## src/design/cubic_bezier_point_eval_top_macros.svh

```systemverilog
// assertion macros for the cubic bezier point evaluator
`ifndef CUBIC_BEZIER_POINT_EVAL_TOP_MACROS_SVH
`define CUBIC_BEZIER_POINT_EVAL_TOP_MACROS_SVH

`ifndef SYNTHESIS

`define CBPE_ASSERT(lbl, clk, rst, prop) \
  lbl: assert property (@(posedge clk) disable iff (rst) prop) \
    else $error("cbpe assertion failed");

`define CBPE_ASSERT_NEXT(lbl, clk, rst, ante, cons) \
  lbl: assert property (@(posedge clk) disable iff (rst) (ante) |=> (cons)) \
    else $error("cbpe assertion failed");

`else

`define CBPE_ASSERT(lbl, clk, rst, prop)

`define CBPE_ASSERT_NEXT(lbl, clk, rst, ante, cons)

`endif

`endif

```

## src/design/cbpe_pkg.sv

```systemverilog
// shared constants for the cubic bezier point evaluator
package cbpe_pkg;

  localparam int COORD_WIDTH_DEFAULT = 16;
  localparam int T_WIDTH             = 17;
  localparam int FRAC_SHIFT          = 16;
  localparam int FRAC_HALF           = 32768;
  localparam int AXIS_LATENCY        = 7;
  localparam int CFG_INDEX_WIDTH     = 3;
  localparam int NUM_POINTS          = 4;
  localparam int NUM_AXES            = 3;

  localparam logic [T_WIDTH-1:0] T_ONE = T_WIDTH'(65536);

  localparam logic [CFG_INDEX_WIDTH-1:0] CFG_CP0 = CFG_INDEX_WIDTH'(0);
  localparam logic [CFG_INDEX_WIDTH-1:0] CFG_CP1 = CFG_INDEX_WIDTH'(1);
  localparam logic [CFG_INDEX_WIDTH-1:0] CFG_CP2 = CFG_INDEX_WIDTH'(2);
  localparam logic [CFG_INDEX_WIDTH-1:0] CFG_CP3 = CFG_INDEX_WIDTH'(3);

endpackage

```

## src/design/cbpe_axis.sv

```systemverilog
// one coordinate axis: coefficient setup and pipelined horner evaluation
module cbpe_axis #(
  parameter int COORD_WIDTH = cbpe_pkg::COORD_WIDTH_DEFAULT
) (
  input  logic                             clk,
  input  logic signed [COORD_WIDTH-1:0]    p0,
  input  logic signed [COORD_WIDTH-1:0]    p1,
  input  logic signed [COORD_WIDTH-1:0]    p2,
  input  logic signed [COORD_WIDTH-1:0]    p3,
  input  logic [cbpe_pkg::T_WIDTH-1:0]     t_in,
  output logic signed [COORD_WIDTH-1:0]    coord
);
  import cbpe_pkg::*;

  localparam int CW = COORD_WIDTH + 4;
  localparam int TW = T_WIDTH + 1;
  localparam int HW = CW + TW;
  localparam int PW = HW + TW;
  localparam int RW = HW - FRAC_SHIFT;
  localparam int XW = HW - CW - FRAC_SHIFT;

  localparam logic signed [PW-1:0] HALF_P = PW'(FRAC_HALF);
  localparam logic signed [HW-1:0] HALF_H = HW'(FRAC_HALF);

  logic signed [CW-1:0] e0, e1, e2, e3;
  logic signed [CW-1:0] d12, s012;
  logic signed [CW-1:0] a_next, b_next, c_next;
  logic signed [CW-1:0] a_q, b_q, c_q, d_q;

  logic signed [TW-1:0] ts0, t1, t2, t3, t4;
  logic signed [HW-1:0] m1, h1, h2, h3;
  logic signed [PW-1:0] m2, m3;
  logic signed [PW-1:0] sum2, sum3;
  logic signed [HW-1:0] sum4;
  logic signed [HW-1:0] b_s, c_s, d_s;
  logic signed [RW-1:0] r4;
  logic [RW-COORD_WIDTH:0] r4_top;
  logic signed [COORD_WIDTH-1:0] coord_next;

  // power basis coefficients
  assign e0   = $signed({{4{p0[COORD_WIDTH-1]}}, p0});
  assign e1   = $signed({{4{p1[COORD_WIDTH-1]}}, p1});
  assign e2   = $signed({{4{p2[COORD_WIDTH-1]}}, p2});
  assign e3   = $signed({{4{p3[COORD_WIDTH-1]}}, p3});
  assign d12  = e1 - e2;
  assign s012 = e0 - (e1 <<< 1) + e2;
  assign a_next = (e3 - e0) + (d12 <<< 1) + d12;
  assign b_next = (s012 <<< 1) + s012;
  assign c_next = ((e1 - e0) <<< 1) + (e1 - e0);

  assign ts0 = $signed({1'b0, t_in});

  assign b_s = $signed({{XW{b_q[CW-1]}}, b_q, {FRAC_SHIFT{1'b0}}});
  assign c_s = $signed({{XW{c_q[CW-1]}}, c_q, {FRAC_SHIFT{1'b0}}});
  assign d_s = $signed({{XW{d_q[CW-1]}}, d_q, {FRAC_SHIFT{1'b0}}});

  assign sum2 = m2 + HALF_P;
  assign sum3 = m3 + HALF_P;
  assign sum4 = h3 + HALF_H;
  assign r4   = sum4[HW-1:FRAC_SHIFT];
  assign r4_top = r4[RW-1:COORD_WIDTH-1];

  // saturate to the coordinate range
  always_comb begin
    if ((&r4_top) || !(|r4_top)) begin
      coord_next = r4[COORD_WIDTH-1:0];
    end else if (r4[RW-1]) begin
      coord_next = $signed({1'b1, {(COORD_WIDTH-1){1'b0}}});
    end else begin
      coord_next = $signed({1'b0, {(COORD_WIDTH-1){1'b1}}});
    end
  end

  always_ff @(posedge clk) begin
    a_q   <= a_next;
    b_q   <= b_next;
    c_q   <= c_next;
    d_q   <= e0;
    // horner stages
    m1    <= a_q * ts0;
    t1    <= ts0;
    h1    <= m1 + b_s;
    t2    <= t1;
    m2    <= h1 * t2;
    t3    <= t2;
    h2    <= sum2[HW+FRAC_SHIFT-1:FRAC_SHIFT] + c_s;
    t4    <= t3;
    m3    <= h2 * t4;
    h3    <= sum3[HW+FRAC_SHIFT-1:FRAC_SHIFT] + d_s;
    coord <= coord_next;
  end

endmodule

```

## config.mk

```make
export PLATFORM = sky130hd
export DESIGN_NAME = cbpe_axis
export DESIGN_NICKNAME = d
export VERILOG_FILES = /design/src/design/cubic_bezier_point_eval_top_macros.svh /design/src/design/cbpe_pkg.sv /design/src/design/cbpe_axis.sv
export SDC_FILE = /design/constraint.sdc
export NUM_CORES = 2
export LEC_CHECK = 0
export ABC_AREA = 1
export BUFFER_PORTS_ARGS = -buffer_cell sky130_fd_sc_hd__buf_4
export CORE_UTILIZATION = 30
export CTS_CLUSTER_DIAMETER = 150
export DETAILED_ROUTE_END_ITERATION = 8
export HOLD_SLACK_MARGIN = 0.06
export PLACE_DENSITY = 0.48
export RECOVER_POWER = 100
export SYNTH_ARGS = -nofsm -noshare
export SYNTH_HDL_FRONTEND = slang
export SYNTH_SLANG_ARGS = --single-unit
```

## constraint.sdc

```tcl
create_clock -name clk -period 13.7 [get_ports clk]
set_clock_uncertainty 0.05 [all_clocks]
set_input_delay 0 -clock clk [delete_from_list [all_inputs] [get_ports clk]]
set_output_delay 0 -clock clk [all_outputs]
set_load 0.05 [all_outputs]
```

==> results.sh <==
export IMPL_status="finished, violations left"
export IMPL_violations="capacitance limit, slew limit"
export IMPL_relSlewSlack_pct=-96.87
export IMPL_cp_max_fo=38
export IMPL_final_cell_mix="3074 x inv_1, 2640 x nand2_1, 1593 x fa_1"
export IMPL_hold_slack_ns=0.1691
export IMPL_slew_viol_final=833
export IMPL_fin_ws_ns=5.310
export IMPL_cts_tree="built"
export IMPL_wirelength_um=254800
export IMPL_final_common_cell="inv_1"
export IMPL_clock_latency_ns=0.69
export IMPL_setup_viol=0
export IMPL_min_period_ns=8.390
export IMPL_core_area_um2=262300
export IMPL_worstSetupEndpointType="flop"
export IMPL_num_rows=188
export IMPL_fin_crit_sh_pct=61.24
export IMPL_place_congestion=0.9449
export IMPL_num_vias=63410
export IMPL_timing_rr_start="t2[0]$_DFF_P_"
export IMPL_hold_class="primary input to flop"
export IMPL_first_global_vias=69620
export IMPL_fin_nets=12530
export IMPL_crit_arrival_ns=8.90
export IMPL_ys_seq_area_share_pct=9.458
export IMPL_netlist_area_um2=79160
export IMPL_min_path_cells=6
export IMPL_hpwl_um=208000
export IMPL_io_pins=98
export IMPL_hp_start="p1[2]"
export IMPL_synthArstFlopShare_pct=0
export IMPL_worstPathRequired_ns=14.21
export IMPL_dieWidth_um=515.7
export IMPL_r2r_end="m2[53]$_DFF_P_"
export IMPL_via_per_inst=4.562
export IMPL_synth_top_area_share_pct=40.28
export IMPL_maxCapViolations=24
export IMPL_grt_overflow=0
export IMPL_antenna_found_initial=6
export IMPL_avgSynthCellArea_um2=7.583
export IMPL_dieArea_um2=265900
export IMPL_synth_top_area_cell="fa_1"
export IMPL_crit_path_max_incr_delay_ns=2.01
export IMPL_clockBufferDepth=3
export IMPL_fin_setup_tns_ns=0
export IMPL_grt_start_max_net_pins=41
export IMPL_die_height_um=515.7
export IMPL_drtIter0Drc=3413
export IMPL_cp_cell_sequence="clkbuf_1 > nand2_1 > inv_1 > fa_1 > fa_1 > inv_1 > fa_1 > inv_1 > fa_1 > inv_1 > fa_1 > inv_1 > ha_1 > nand2_1 > nor2_1 > nand2_1 > nor4_1 > a21oi_1 > nand2_1 > nand2_1"
export IMPL_cts_max_level=2
export IMPL_synth_nets=12620
export IMPL_crit_path_top_delay_cell="clkbuf_1"
export IMPL_ys_ff_latch=374
export IMPL_fmax_ghz=0.1192
export IMPL_ff2ff_setup_slack_ns=5.31
export IMPL_tightestPinTransition_ns=2.953
export IMPL_crit_type="flop to flop"
export IMPL_dp_worst_setup_slack_ns=6.908
export IMPL_syn_inst=10440
export IMPL_portBuffers=97
export IMPL_numCtsBuffers=52
export IMPL_drc=0
export IMPL_holdPathEnd="c_q[2]$_DFF_P_"
export IMPL_hold_violations=0
export IMPL_ctsHoldBuffers=56
export IMPL_drive_gt1_share_pct=1.946
export IMPL_path_clk_slew_ns=0.06
export IMPL_grtUsageTotal_pct=19.54
export IMPL_synthFlopType="dfxtp_1"
export IMPL_rsz0062_at_grt="false"
export IMPL_ys_warnings_count=0
export IMPL_syn2layout_area_growth_pct=8.034
export IMPL_clock_sinks=374
export IMPL_initial_utilization_pct=30.18
export IMPL_cp_start_kind="flop"
export IMPL_drt_pass1_iterations=7
export IMPL_synth_area_leaders="fa_1 40%, inv_1 15%, nand2_1 13%"
export IMPL_post_cts_buffers=0
export IMPL_ant_nets=0
export IMPL_synth_edf_count=0
export IMPL_wire_per_inst_um=18.33
export IMPL_worstRegToRegCells=20
export IMPL_grt_pass1_wl_um=402000
export IMPL_synth_cell_type_count=46
export IMPL_ctsResizeCount=0
export IMPL_cts_root_buffer="clkbuf_16"
cell type report:
| type | instances | area [um2] |
|---|---|---|
| Fill cell | 28260 | 176800 |
| Tap cell | 3515 | 4398 |
| Antenna cell | 2 | 5.005 |
| Inverter | 3076 | 11550 |
| Clock inverter | 32 | 476.7 |
| Sequential cell | 374 | 7490 |
| Timing Repair Buffer | 211 | 1488 |
| Multi-Input combinational cell | 6625 | 58700 |
| Clock buffer | 64 | 1416 |
sequential cells by signal, indices dropped and copies added (netlist names), 19 cells and up:
signal and count:
m1 38, c_q 19, h3 23, b_q 20, m2 39, h1 38, m3 39, h2 38
a_q 20
worst max-delay path by stage:
| stage | end | slack (ns) | cells after the start | start |
|---|---|---|---|---|
| 2_1_floorplan | m3[51]$_DFF_P_ | 8.00 | 20 | h2[37]$_DFF_P_ |
| 3_3_place_gp | m2[33]$_DFF_P_ | 6.83 | 20 | h1[18]$_DFF_P_ |
| 3_5_place_dp | m2[33]$_DFF_P_ | 6.91 | 20 | h1[18]$_DFF_P_ |
| 4_1_cts | m2[29]$_DFF_P_ | 6.86 | 18 | h1[18]$_DFF_P_ |
| 5_1_grt | m2[53]$_DFF_P_ | 4.78 | 21 | t2[0]$_DFF_P_ |
| 6_report | m2[53]$_DFF_P_ | 5.31 | 20 | t2[0]$_DFF_P_ |
synthesized netlist by cell type, types with 7 or more instances:
| library cell | number |
|---|---|
| a21boi_0 | 20 |
| clkbuf_1 | 317 |
| o21ai_0 | 209 |
| nand4_1 | 79 |
| inv_1 | 3073 |
| nor4_1 | 22 |
| and3_1 | 7 |
| a31oi_1 | 28 |
| xor2_1 | 210 |
| a21o_1 | 30 |
| nor3_1 | 71 |
| o21a_1 | 11 |
| o31ai_1 | 8 |
| fa_1 | 1593 |
| buf_1 | 45 |
| dfxtp_1 | 374 |
| xnor2_1 | 90 |
| nor2_1 | 450 |
| o21bai_1 | 37 |
| nand3_1 | 222 |
| ha_1 | 510 |
| a21oi_1 | 344 |
| nand2_1 | 2637 |
stage by stage:
stage	cell area [um2]	utilization, %	instances
finish	85520	32.61	13900
global route	85520	32.61	13900
CTS	85800	32.71	13900
detailed placement	83350	31.78	13750
global placement	83350	31.78	13750
floorplan	79160	-	10440
logic make-up (layout without fill, tap and decap cells):
family,after synthesis,count (layout),synth area share (%)
AO/OA/AOI/OAI,700,700,4.849
XOR/XNOR,300,300,3.319
adder cells (fa/ha/maj),2103,2103,48.35
buffers and inverters,3440,3383,16.33
flip-flops,374,374,9.458
other,0,2,0
AND/OR/NAND/NOR,3522,3522,17.70
critical path: cells and delay by family (launching register included):
kind | cells | cell delay [ns]
adders and majority gates | 6 | 3.56
and+or+nand+nor | 7 | 1.55
AOI/OAI and AO/OA | 1 | 0.13
DFF | 1 | 0.30
buffers and inverters | 6 | 2.66
layer usage:
layer	global-route usage [%]	vias to the layer above	share of wire [%]
met3	1.622	373	4.2
met5	0	-	0
met4	5.134	0	2.8
met2	34.41	1542	49
met1	25.52	31830	44
li1	-	29670	-
Power is not shown: default switching activity piles up to over one toggle a cycle in this logic, so the estimate is an artifact.
